===== config.mk =====
export PLATFORM = sky130hd
export DESIGN_NAME = nack_retransmit_queue_unit_flat
export DESIGN_NICKNAME = d
export VERILOG_FILES = /design/src/nrq_pkg.sv /design/src/nrq_req_if.sv /design/src/nrq_rsp_if.sv /design/src/nack_retransmit_queue_unit.sv /design/src/flat_wrapper.sv
export SDC_FILE = /design/constraint.sdc
export NUM_CORES = 1
export LEC_CHECK = 0
export BUFFER_PORTS_ARGS = -buffer_cell sky130_fd_sc_hd__buf_4
export CAP_MARGIN = 40
export CORE_UTILIZATION = 50
export DETAILED_ROUTE_END_ITERATION = 8
export PLACE_DENSITY = 0.69
export SYNTH_ARGS = -nofsm -noshare
export SYNTH_HDL_FRONTEND = slang
export SYNTH_SLANG_ARGS = --single-unit

===== constraint.sdc =====
create_clock -name clock -period 7.45 [get_ports clock]
set_input_delay 0.3725 -clock clock [delete_from_list [all_inputs] [get_ports clock]]
set_output_delay 0.3725 -clock clock [all_outputs]
set_load 0.02 [all_outputs]

===== src/nrq_pkg.sv =====
package nrq_pkg;

   localparam int SEQ_W     = 32;
   localparam int RETRY_W   = 4;
   localparam int KIND_W    = 2;
   localparam int STATUS_W  = 2;
   localparam int VISITED_W = 6;
   localparam int TOTAL_W   = 32;

   localparam logic OP_REQUEST = 1'b0;
   localparam logic OP_PROCESS = 1'b1;

   localparam logic [KIND_W-1:0] KIND_STATUS  = 2'd0;
   localparam logic [KIND_W-1:0] KIND_RESEND  = 2'd1;
   localparam logic [KIND_W-1:0] KIND_SUMMARY = 2'd2;

   localparam logic [STATUS_W-1:0] STATUS_QUEUED    = 2'd0;
   localparam logic [STATUS_W-1:0] STATUS_DUPLICATE = 2'd1;
   localparam logic [STATUS_W-1:0] STATUS_DROPPED   = 2'd2;

   localparam logic [RETRY_W-1:0] RETRIES_RESET = 4'd3;

   typedef enum logic [2:0] {
      ST_IDLE,
      ST_REQ_RD,
      ST_REQ_EV,
      ST_REQ_DONE,
      ST_PASS_RD,
      ST_PASS_EV,
      ST_PASS_DONE
   } state_type;

endpackage


===== src/nrq_req_if.sv =====
interface nrq_req_if;
   logic                          valid;
   logic                          ready;
   logic                          opcode;
   logic [nrq_pkg::SEQ_W-1:0]     sequence_req;

   modport source (output valid, output opcode, output sequence_req, input ready);
   modport sink (input valid, input opcode, input sequence_req, output ready);
endinterface


===== src/nrq_rsp_if.sv =====
interface nrq_rsp_if;
   logic                            valid;
   logic                            ready;
   logic [nrq_pkg::KIND_W-1:0]      kind;
   logic [nrq_pkg::STATUS_W-1:0]    status;
   logic [nrq_pkg::SEQ_W-1:0]       resend_sequence;
   logic [nrq_pkg::RETRY_W-1:0]     attempt;
   logic [nrq_pkg::VISITED_W-1:0]   visited_count;
   logic [nrq_pkg::TOTAL_W-1:0]     resend_total;
   logic                            last;

   modport source (output valid, output kind, output status, output resend_sequence,
                   output attempt, output visited_count, output resend_total,
                   output last, input ready);
   modport sink (input valid, input kind, input status, input resend_sequence,
                 input attempt, input visited_count, input resend_total,
                 input last, output ready);
endinterface


===== src/nack_retransmit_queue_unit.sv =====
// Ordered queue of lost sequence numbers with per-entry retry counts. A request word
// scans the queue one entry at a time (memory read, then compare) and answers with
// one status word: duplicate, queued or dropped when full. A process word walks every
// entry the same way, writing kept entries back toward the head of the queue with their
// count raised and emitting a resend word for each, dropping entries at or above the
// limit, and ends with a summary word. The queue memory has a registered read and there
// is one compare unit, so each entry is read in one state and compared in the next; a
// stalled result port holds the walk until it takes the word.
// The block takes a new word only when the previous one is fully processed.
module nack_retransmit_queue_unit #(
   parameter int QUEUE_DEPTH = 32
) (
   input  logic                        clock,
   input  logic                        reset,
   nrq_req_if.sink                     req_chan,
   nrq_rsp_if.source                   rsp_chan,
   input  logic                        csr_we,
   input  logic [nrq_pkg::RETRY_W-1:0] csr_wdata
);

   localparam int IDX_W = (QUEUE_DEPTH > 1) ? $clog2(QUEUE_DEPTH) : 1;
   localparam int CNT_W = $clog2(QUEUE_DEPTH + 1);
   localparam logic [CNT_W-1:0] DEPTH_CNT = CNT_W'(QUEUE_DEPTH);

   // queue memory
   logic [nrq_pkg::SEQ_W-1:0]   seq_mem [QUEUE_DEPTH];
   logic [nrq_pkg::RETRY_W-1:0] retry_mem [QUEUE_DEPTH];
   logic [nrq_pkg::SEQ_W-1:0]   rd_seq_ff;
   logic [nrq_pkg::RETRY_W-1:0] rd_retry_ff;

   nrq_pkg::state_type state_ff, state_in;
   logic [CNT_W-1:0]   count_ff, count_in;
   logic [CNT_W-1:0]   idx_ff, idx_in;
   logic [CNT_W-1:0]   wr_ff, wr_in;
   logic [CNT_W-1:0]   visited_ff, visited_in;
   logic [nrq_pkg::SEQ_W-1:0]   seq_ff, seq_in;
   logic [nrq_pkg::TOTAL_W-1:0] total_ff, total_in;
   logic [nrq_pkg::RETRY_W-1:0] max_retries_ff;

   logic                        rd_en;
   logic                        mem_we;
   logic [IDX_W-1:0]            mem_waddr;
   logic [nrq_pkg::SEQ_W-1:0]   mem_wseq;
   logic [nrq_pkg::RETRY_W-1:0] mem_wretry;
   logic [nrq_pkg::RETRY_W-1:0] bumped;

   // output register
   logic                          out_free;
   logic                          emit;
   logic [nrq_pkg::KIND_W-1:0]    e_kind;
   logic [nrq_pkg::STATUS_W-1:0]  e_status;
   logic [nrq_pkg::SEQ_W-1:0]     e_seq;
   logic [nrq_pkg::RETRY_W-1:0]   e_attempt;
   logic [nrq_pkg::VISITED_W-1:0] e_visited;
   logic                          e_last;

   logic                            rsp_valid_ff;
   logic [nrq_pkg::KIND_W-1:0]      rsp_kind_ff;
   logic [nrq_pkg::STATUS_W-1:0]    rsp_status_ff;
   logic [nrq_pkg::SEQ_W-1:0]       rsp_seq_ff;
   logic [nrq_pkg::RETRY_W-1:0]     rsp_attempt_ff;
   logic [nrq_pkg::VISITED_W-1:0]   rsp_visited_ff;
   logic [nrq_pkg::TOTAL_W-1:0]     rsp_total_ff;
   logic                            rsp_last_ff;

   assign out_free       = !rsp_valid_ff || rsp_chan.ready;
   assign req_chan.ready = (state_ff == nrq_pkg::ST_IDLE);
   assign bumped         = rd_retry_ff + 1'b1;

   always_comb begin
      state_in   = state_ff;
      count_in   = count_ff;
      idx_in     = idx_ff;
      wr_in      = wr_ff;
      visited_in = visited_ff;
      seq_in     = seq_ff;
      total_in   = total_ff;
      rd_en      = 1'b0;
      mem_we     = 1'b0;
      mem_waddr  = wr_ff[IDX_W-1:0];
      mem_wseq   = rd_seq_ff;
      mem_wretry = bumped;
      emit       = 1'b0;
      e_kind     = nrq_pkg::KIND_STATUS;
      e_status   = nrq_pkg::STATUS_QUEUED;
      e_seq      = '0;
      e_attempt  = '0;
      e_visited  = '0;
      e_last     = 1'b0;
      case (state_ff)
         nrq_pkg::ST_IDLE: begin
            if (req_chan.valid) begin
               seq_in     = req_chan.sequence_req;
               idx_in     = '0;
               wr_in      = '0;
               visited_in = count_ff;
               if (req_chan.opcode == nrq_pkg::OP_REQUEST) begin
                  state_in = (count_ff == '0) ? nrq_pkg::ST_REQ_DONE : nrq_pkg::ST_REQ_RD;
               end else begin
                  state_in = (count_ff == '0) ? nrq_pkg::ST_PASS_DONE : nrq_pkg::ST_PASS_RD;
               end
            end
         end
         nrq_pkg::ST_REQ_RD: begin
            rd_en    = 1'b1;
            state_in = nrq_pkg::ST_REQ_EV;
         end
         nrq_pkg::ST_REQ_EV: begin
            if (rd_seq_ff == seq_ff) begin
               if (out_free) begin
                  emit     = 1'b1;
                  e_status = nrq_pkg::STATUS_DUPLICATE;
                  e_seq    = seq_ff;
                  e_last   = 1'b1;
                  state_in = nrq_pkg::ST_IDLE;
               end
            end else begin
               idx_in   = idx_ff + 1'b1;
               state_in = (idx_ff + 1'b1 == count_ff) ? nrq_pkg::ST_REQ_DONE
                                                      : nrq_pkg::ST_REQ_RD;
            end
         end
         nrq_pkg::ST_REQ_DONE: begin
            if (out_free) begin
               emit     = 1'b1;
               e_seq    = seq_ff;
               e_last   = 1'b1;
               state_in = nrq_pkg::ST_IDLE;
               if (count_ff < DEPTH_CNT) begin
                  mem_we     = 1'b1;
                  mem_waddr  = count_ff[IDX_W-1:0];
                  mem_wseq   = seq_ff;
                  mem_wretry = '0;
                  count_in   = count_ff + 1'b1;
                  e_status   = nrq_pkg::STATUS_QUEUED;
               end else begin
                  e_status   = nrq_pkg::STATUS_DROPPED;
               end
            end
         end
         nrq_pkg::ST_PASS_RD: begin
            rd_en    = 1'b1;
            state_in = nrq_pkg::ST_PASS_EV;
         end
         nrq_pkg::ST_PASS_EV: begin
            if (rd_retry_ff < max_retries_ff) begin
               if (out_free) begin
                  // kept entry closes up to the write index
                  mem_we    = 1'b1;
                  wr_in     = wr_ff + 1'b1;
                  total_in  = total_ff + 1'b1;
                  emit      = 1'b1;
                  e_kind    = nrq_pkg::KIND_RESEND;
                  e_seq     = rd_seq_ff;
                  e_attempt = bumped;
                  idx_in    = idx_ff + 1'b1;
                  state_in  = (idx_ff + 1'b1 == visited_ff) ? nrq_pkg::ST_PASS_DONE
                                                            : nrq_pkg::ST_PASS_RD;
               end
            end else begin
               idx_in   = idx_ff + 1'b1;
               state_in = (idx_ff + 1'b1 == visited_ff) ? nrq_pkg::ST_PASS_DONE
                                                        : nrq_pkg::ST_PASS_RD;
            end
         end
         nrq_pkg::ST_PASS_DONE: begin
            if (out_free) begin
               count_in  = wr_ff;
               emit      = 1'b1;
               e_kind    = nrq_pkg::KIND_SUMMARY;
               e_visited = nrq_pkg::VISITED_W'(visited_ff);
               e_last    = 1'b1;
               state_in  = nrq_pkg::ST_IDLE;
            end
         end
         default: begin
            state_in = nrq_pkg::ST_IDLE;
         end
      endcase
   end

   always_ff @(posedge clock) begin
      if (reset) begin
         state_ff       <= nrq_pkg::ST_IDLE;
         count_ff       <= '0;
         idx_ff         <= '0;
         wr_ff          <= '0;
         visited_ff     <= '0;
         total_ff       <= '0;
         max_retries_ff <= nrq_pkg::RETRIES_RESET;
         rsp_valid_ff   <= 1'b0;
      end else begin
         state_ff   <= state_in;
         count_ff   <= count_in;
         idx_ff     <= idx_in;
         wr_ff      <= wr_in;
         visited_ff <= visited_in;
         total_ff   <= total_in;
         if (csr_we) begin
            max_retries_ff <= csr_wdata;
         end
         if (emit) begin
            rsp_valid_ff <= 1'b1;
         end else if (rsp_chan.ready) begin
            rsp_valid_ff <= 1'b0;
         end
      end
   end

   always_ff @(posedge clock) begin
      seq_ff <= seq_in;
      if (emit) begin
         rsp_kind_ff    <= e_kind;
         rsp_status_ff  <= e_status;
         rsp_seq_ff     <= e_seq;
         rsp_attempt_ff <= e_attempt;
         rsp_visited_ff <= e_visited;
         rsp_total_ff   <= total_in;
         rsp_last_ff    <= e_last;
      end
   end

   always_ff @(posedge clock) begin
      if (mem_we) begin
         seq_mem[mem_waddr]   <= mem_wseq;
         retry_mem[mem_waddr] <= mem_wretry;
      end
      if (rd_en) begin
         rd_seq_ff   <= seq_mem[idx_ff[IDX_W-1:0]];
         rd_retry_ff <= retry_mem[idx_ff[IDX_W-1:0]];
      end
   end

   assign rsp_chan.valid           = rsp_valid_ff;
   assign rsp_chan.kind            = rsp_kind_ff;
   assign rsp_chan.status          = rsp_status_ff;
   assign rsp_chan.resend_sequence = rsp_seq_ff;
   assign rsp_chan.attempt         = rsp_attempt_ff;
   assign rsp_chan.visited_count   = rsp_visited_ff;
   assign rsp_chan.resend_total    = rsp_total_ff;
   assign rsp_chan.last            = rsp_last_ff;

   a_count_bound: assert property (@(posedge clock) disable iff (reset)
      count_ff <= DEPTH_CNT)
      else $error("queue count above depth");

   a_write_behind_read: assert property (@(posedge clock) disable iff (reset)
      (state_ff == nrq_pkg::ST_PASS_EV) |-> (wr_ff <= idx_ff && idx_ff < visited_ff))
      else $error("pass write index ahead of read index");

   a_total_step: assert property (@(posedge clock) disable iff (reset)
      (total_ff == $past(total_ff)) || (total_ff == $past(total_ff) + 1'b1))
      else $error("resend total moved by more than one");

   a_emit_free: assert property (@(posedge clock) disable iff (reset)
      emit |-> out_free)
      else $error("result overwritten before taken");

endmodule

===== src/flat_wrapper.sv =====
// flat-port wrapper written by rule: the top's interface ports become plain ports
module nack_retransmit_queue_unit_flat 
#(
   parameter int QUEUE_DEPTH = 32
)
  (clock, reset, csr_we, csr_wdata, req_chan_valid, req_chan_opcode, req_chan_sequence_req, req_chan_ready, rsp_chan_valid, rsp_chan_kind, rsp_chan_status, rsp_chan_resend_sequence, rsp_chan_attempt, rsp_chan_visited_count, rsp_chan_resend_total, rsp_chan_last, rsp_chan_ready);
  nrq_req_if req_chan_i ();
  nrq_rsp_if rsp_chan_i ();
  input  logic clock;
  input  logic reset;
  input  logic csr_we;
  input  logic [nrq_pkg::RETRY_W-1:0] csr_wdata;
  input wire logic [$bits(req_chan_i.valid)-1:0] req_chan_valid;
  input wire logic [$bits(req_chan_i.opcode)-1:0] req_chan_opcode;
  input wire logic [$bits(req_chan_i.sequence_req)-1:0] req_chan_sequence_req;
  output wire logic [$bits(req_chan_i.ready)-1:0] req_chan_ready;
  output wire logic [$bits(rsp_chan_i.valid)-1:0] rsp_chan_valid;
  output wire logic [$bits(rsp_chan_i.kind)-1:0] rsp_chan_kind;
  output wire logic [$bits(rsp_chan_i.status)-1:0] rsp_chan_status;
  output wire logic [$bits(rsp_chan_i.resend_sequence)-1:0] rsp_chan_resend_sequence;
  output wire logic [$bits(rsp_chan_i.attempt)-1:0] rsp_chan_attempt;
  output wire logic [$bits(rsp_chan_i.visited_count)-1:0] rsp_chan_visited_count;
  output wire logic [$bits(rsp_chan_i.resend_total)-1:0] rsp_chan_resend_total;
  output wire logic [$bits(rsp_chan_i.last)-1:0] rsp_chan_last;
  input wire logic [$bits(rsp_chan_i.ready)-1:0] rsp_chan_ready;
  assign req_chan_i.valid = req_chan_valid;
  assign req_chan_i.opcode = req_chan_opcode;
  assign req_chan_i.sequence_req = req_chan_sequence_req;
  assign req_chan_ready = req_chan_i.ready;
  assign rsp_chan_valid = rsp_chan_i.valid;
  assign rsp_chan_kind = rsp_chan_i.kind;
  assign rsp_chan_status = rsp_chan_i.status;
  assign rsp_chan_resend_sequence = rsp_chan_i.resend_sequence;
  assign rsp_chan_attempt = rsp_chan_i.attempt;
  assign rsp_chan_visited_count = rsp_chan_i.visited_count;
  assign rsp_chan_resend_total = rsp_chan_i.resend_total;
  assign rsp_chan_last = rsp_chan_i.last;
  assign rsp_chan_i.ready = rsp_chan_ready;
  nack_retransmit_queue_unit #(.QUEUE_DEPTH(QUEUE_DEPTH)) u_core (.clock(clock), .reset(reset), .req_chan(req_chan_i), .rsp_chan(rsp_chan_i), .csr_we(csr_we), .csr_wdata(csr_wdata));
endmodule

Word-level counts from Yosys, hierarchy flattened
Memory sizes are Yosys's and may differ from the RTL's. A register that Yosys moved wholly into a read port is not among the register bits.
Cells that the tools add are included.
- add/sub/neg operators: 5
- $lt $le $gt $ge: 2
- equality and inequality tests: 17
- muxes and demuxes: 61
- reductions and logical operators: 17
- operators by type and width (kind ; number):
    32-bit two-way mux ; 10
    32-bit case mux with 3 select lines ; 1
    6-bit two-way mux ; 9
    32-bit by 1-bit adder with 32-bit output, second input constant ; 1
    32-bit == test ; 1
    6-bit case mux with 2 select lines ; 2
    6-bit by 1-bit adder with 6-bit output, second input constant ; 3
    2-bit two-way mux ; 9
    3-bit two-way mux ; 6
    3-bit case mux with 6 select lines ; 1
    6-bit case mux with 3 select lines ; 1
    5-bit two-way mux ; 3
    6-bit == test ; 2
    4-bit two-way mux ; 3
    4-bit AND reduction ; 3
    1-bit two-way mux ; 11
    2-bit by 1-bit inequality test with 1-bit output, second input constant ; 5
    3-bit == test, second input constant ; 3
    2-bit case mux with 2 select lines ; 2
    3-bit by 2-bit == test with 1-bit output, second input constant ; 2
    6-bit logical NOT ; 1
    6-bit less-than comparator, second input constant ; 1
    2-bit AND reduction ; 3
    2-bit nonzero test ; 3
    13 further kinds ; 16
- flip-flop bits (word level): 175
- memory bits (writable): 1152
- input bits: 42
- output and inout bits: 81
- logic and storage cells: 120
- memories kept: 2
- memory list (memory ; depth ; width ; read ports ; clocked after Yosys merged registers in ; write ports ; RTL line ; text):
    u_core.seq_mem ; 32 ; 32 ; 1 ; 1 ; 1 ; nack_retransmit_queue_unit.sv:26 ; logic [nrq_pkg::SEQ_W-1:0] seq_mem [QUEUE_DEPTH];
    u_core.retry_mem ; 32 ; 4 ; 1 ; 1 ; 1 ; nack_retransmit_queue_unit.sv:27 ; logic [nrq_pkg::RETRY_W-1:0] retry_mem [QUEUE_DEPTH];

Logic depth before layout (Yosys ltp)
- word-level depth: 7
- gate-level depth with buffers: 9
- gate-level depth less buffers: 8

Worst setup path before layout
Ideal clock, no wire load.
- path kind: register -> register
- start point: register u_core.seq_ff[2] (netlist bit)
- end point: register u_core.rsp_attempt_ff, in the netlist u_core.rsp_chan.attempt[0], enable pin
- library setup time: 625 ps
- arrival time: 7160 ps
- required time: 6825 ps
- path slack: -335 ps
- cell stages (with the launch flop): 7
- path buffers: 0
- period minus slack after synthesis: 7785 ps
- cells stage by stage: edfxtp_1 > xnor2_1 > nand4_1 > nor4_1 > nand3_1 > and3_1 > o21ai_0
- longest elaborated chain between the ends: 3
- RTL lines (item ; RTL line ; text):
    from (decl) ; nack_retransmit_queue_unit.sv:36 ; logic [nrq_pkg::SEQ_W-1:0] seq_ff, seq_in;
    from (signal assigned) ; nack_retransmit_queue_unit.sv:211 ; seq_ff <= seq_in;
    32-bit == test ; nack_retransmit_queue_unit.sv:109 ; if (rd_seq_ff == seq_ff) begin
    1-bit two-way mux ; nack_retransmit_queue_unit.sv:109 ;
    1-bit case mux with 3 select lines ; nack_retransmit_queue_unit.sv:90 ; case (state_ff)
    net u_core.emit ; nack_retransmit_queue_unit.sv:49 ; logic emit;
    to (signal assigned) ; nack_retransmit_queue_unit.sv:216 ; rsp_attempt_ff <= e_attempt;
    to (decl) ; nack_retransmit_queue_unit.sv:61 ; logic [nrq_pkg::RETRY_W-1:0] rsp_attempt_ff;
The timed path passes the listed nets, and every way through them passes these cells.
A chain may end at the register's enable or synchronous reset.

Worst setup path in the final report
- start point: register u_core.state_ff[1]
- end point: memory u_core.seq_mem[4][24] (netlist bit), enable pin
- longest elaborated chain between the ends: 4
- elaborated cells on any way between the ends: 6
- those cells by class: eq/ne: 2; mux: 4
- RTL lines (item ; RTL line ; text):
    from (decl) ; nack_retransmit_queue_unit.sv:31 ; nrq_pkg::state_type state_ff, state_in;
    from (signal assigned) ; nack_retransmit_queue_unit.sv:184 ; state_ff <= nrq_pkg::ST_IDLE;
    from (signal assigned) ; nack_retransmit_queue_unit.sv:193 ; state_ff <= state_in;
    3-bit == test / 3-bit by 2-bit == test with 1-bit output (equally long branches) ; nack_retransmit_queue_unit.sv:90 ;
    1-bit case mux with 2 select lines ; nack_retransmit_queue_unit.sv:90 ;
    1-bit two-way mux ; nack_retransmit_queue_unit.sv:224 ; if (mem_we) begin
    1-bit two-way mux (implied by the code) ; nack_retransmit_queue_unit.sv:225 ; seq_mem[mem_waddr] <= mem_wseq;
    to (decl) ; nack_retransmit_queue_unit.sv:26 ;
Several ways; a longest one is shown, not always the timed one.

==> summary.md <==
| Metric | Value |
|---|---|
| Maximum root-to-sink buffer count | 3 |
| Total vias in the final route | 26195 |
| # fillers | 7366 |
| Number of antenna repair diodes | 0 |
| Gpl congestion | 0.839 |
| CTS Sinks | 1363 |
| Startpoint Class | flip-flop |
| Ratio of cells with drive above 1 in the final layout | 29.7% |
| Row Count | 118 |
| Total placed instance area | 55900 µm² |
| Total die area | 107000 µm² |
| Area inside the core boundary | 104000 µm² |
| Post-synth top flop | sky130_fd_sc_hd__edfxtp_1 |
| Number of buffers added by the clock tree synthesis step | 138 |
| IO Port Bufs | 122 |
| RSZ-0062 raised after global routing | no |
| Number of H-tree levels | 4 |
| CTS tree | yes |
| Post-DP HPWL | 73300 µm |
| Cell types with the highest counts after synthesis | sky130_fd_sc_hd__edfxtp_1, sky130_fd_sc_hd__mux4_2, sky130_fd_sc_hd__nand2_1 |
| Post-synth ARST share | 0% |
| Max cap viols | 0 |
| Global-route wire length before repair | 184000 µm |
| Count of different cell masters after synthesis | 58 |
| Largest clock skew in the final design | 44.4 ps |
| Crit Path Category | reg2reg |
| Number of top-level design ports | 123 |
| Proportion of synthesized chip area in sequential cells | 76.2% |
| Period Utilization, post-route | 55.6% |
| Most numerous cell in the Yosys netlist | sky130_fd_sc_hd__edfxtp_1 |
| Number of antenna violations at the first check in global routing | 0 |
| Net count reported at finish | 2792 |
| Fin crit period | 4140 ps |
| Insertion delay of the later-clocked pin in the worst-skew pair | 770 ps |
| Horizontal die dimension | 327 µm |
| Sum of routed wire length over all layers | 126000 µm |
| Total standard cell area after synthesis | 52900 µm² |
| Count of unresolved DRC violations after routing | 0 |
| Synth top area cells | sky130_fd_sc_hd__edfxtp_1, sky130_fd_sc_hd__mux4_2, sky130_fd_sc_hd__dfxtp_1 |
| Syn_nets | 2538 |
| Maximum number of pins on one net before global-route repair | 127 |
| Worst min-delay path class | in2reg |
| Worst reg2reg setup slack | 3310 ps |
| Residual antenna-violating net count after detailed routing | 0 |
| Total leakage power | 18.9 nW |
| Setup TNS | 0 ps |
| Overall routing resource usage | 24.1% |
| Biggest fanout along the worst timing path | 49 |
| Post-synth top area share | 73.7% |
| Post-CTS setup-driven buffer insertion count | 0 |
| Post-synth EDFFs | 1299 |
| Detailed Routing Iterations Pass 1 | 8 |
| Number of global-route vias before repair | 26744 |
| Transition at the pin with the smallest max-transition slack | 905 ps |
| Y dimension of the die | 327 µm |
| Worst IR Drop VDD | 217 µV |
| Cell chosen for the clock root | sky130_fd_sc_hd__clkbuf_16 |
| Number of standard cells after synthesis | 2487 |
| Total of flip-flops plus latches after synthesis | 1363 |
| Post-detailed-route via-to-cell ratio | 6.18 |
| Overall power after layout | 19.1 mW |
| Final slew viol count | 0 |
| Total power per unit cell area | 315 nW/µm² |
| Initial cell density of the core | 50.7% |
| Fmax | 241 MHz |
| Global-route congestion overflow total | 0 |
| Count of final hold-check violations | 0 |
| Worst slew slack as a fraction of its limit | 39.6% |
| Fin Hold WS | 182 ps |
| Status | finished clean |
| DRC marker count from the first detailed-route iteration | 2917 |
| Total non-filler cell area in the finished layout | 60800 µm² |
| Required time at the endpoint of the critical path | 7830 ps |
| Sequential cell area | 40300 µm² |
| Number of warning messages in the yosys log | 0 |
| Post-synthesis cell type with the largest combined area | sky130_fd_sc_hd__edfxtp_1 |
| Final setup violation count | 0 |
| Critical Path AT | 4520 ps |
| Clock slew at reported path FFs | 60 ps |
| Mean instance size in the synthesized netlist | 21.3 µm² |
| Signed area change from the synthesized netlist to the final layout | 14.9% |
| Cts repair resizes | 0 |
| Multi-input gate area in the final layout | 12200 µm² |
| Routed len/inst | 29.8 µm |
| Kind of end point of the critical path | flip-flop |
## layout make-up
cell class                 instances  share of cell area (%)
timing repair buffer             246                    3.41
multi-input combinational        973                    20.1
sequential                      1363                    66.3
inverter                          19                   0.117
clock buffer                     168                    5.92
clock inverter                    89                    1.31
tap                             1380                    2.84
## cells by family (layout without fill, tap and decap cells)
logic type	count (synthesis)	count (layout)	share of synthesized area, %
DFF	1363	1363	76.2
adders and majority gates	9	9	0.213
and+or+nand+nor	376	376	3.43
xor gates and xnor gates	86	86	1.45
AOI/OAI and AO/OA	104	104	1.41
muxes	398	398	16.1
buffers and inverters	151	522	1.21
## power breakdown
group / switching [mW] / internal, mW / total, mW
Sequential: 0.215 / 9.48 / 9.69
Combinational: 1.81 / 0.965 / 2.78
Clock: 2.96 / 3.71 / 6.66
Total: 4.99 / 14.1 / 19.1
## metrics by stage
stage	std cells	util, %	worst slack, ps
3_5_place_dp	3933	53.6	3370
4_1_cts	4236	58.3	3350
6_report	4238	58.3	3310
3_3_place_gp	3926	53.5	3280
2_1_floorplan	2487	-	1800
5_1_grt	4238	58.3	3050
## final timing paths
check / from / to / cells after the start
setup reg to reg: u_core.state_ff[1] / u_core.seq_mem[4][24] / 7
hold / removal: rsp_chan_ready / u_core.rsp_chan.kind[1] / 4
setup / recovery: u_core.state_ff[1] / u_core.seq_mem[4][24] / 7
hold reg to reg: u_core.visited_ff[0] / u_core.visited_ff[0] / 2
## registers in the layout (all words and copies together), names as in the netlist, 32 cells and up
register                         cells
u_core.rsp_chan.resend_sequence     32
u_core.retry_mem                   128
u_core.seq_mem                    1024
u_core.rsp_chan.resend_total        32
u_core.seq_ff                       32
u_core.total_ff                     32
u_core.rd_seq_ff                    32
## routing by layer
metal,wire (µm),vias up,GRT usage [%],share of wire (%)
met3,9770,199,4.04,7.7
met5,0,-,0,0
met2,62000,1244,38.7,49
met4,3990,0,8.55,3.2
li1,-,10792,-,-
met1,50600,13960,33.6,40
## placed cells by master (no fill, tap or decap), types with 33 or more instances in the layout
| master | count |
|---|---|
| sky130_fd_sc_hd__dlygate4sd3_1 | 46 |
| sky130_fd_sc_hd__nor2_1 | 36 |
| sky130_fd_sc_hd__mux2_2 | 34 |
| sky130_fd_sc_hd__mux4_2 | 360 |
| sky130_fd_sc_hd__dfxtp_1 | 59 |
| sky130_fd_sc_hd__clkbuf_16 | 138 |
| sky130_fd_sc_hd__and2_1 | 33 |
| sky130_fd_sc_hd__nand2_1 | 161 |
| sky130_fd_sc_hd__buf_4 | 191 |
| sky130_fd_sc_hd__edfxtp_1 | 1299 |
| sky130_fd_sc_hd__xnor2_1 | 59 |
## worst max-delay path: stages (launching register included)
cell	delay, ps
sky130_fd_sc_hd__dfxtp_1	680
sky130_fd_sc_hd__nand3b_1	340
sky130_fd_sc_hd__nor3_2	180
sky130_fd_sc_hd__buf_4	600
sky130_fd_sc_hd__nand2_1	200
sky130_fd_sc_hd__o32a_1	440
sky130_fd_sc_hd__nor3_2	590
sky130_fd_sc_hd__buf_4	680
## repair_timing
| item | 4_1_cts | 5_1_grt |
|---|---|---|
| endpoints found under the setup margin | 0 | 0 |
| hold buffers | 46 | 0 |
| hold endpoints to repair | 47 | 0 |
(Power assumes the default switching activity.)
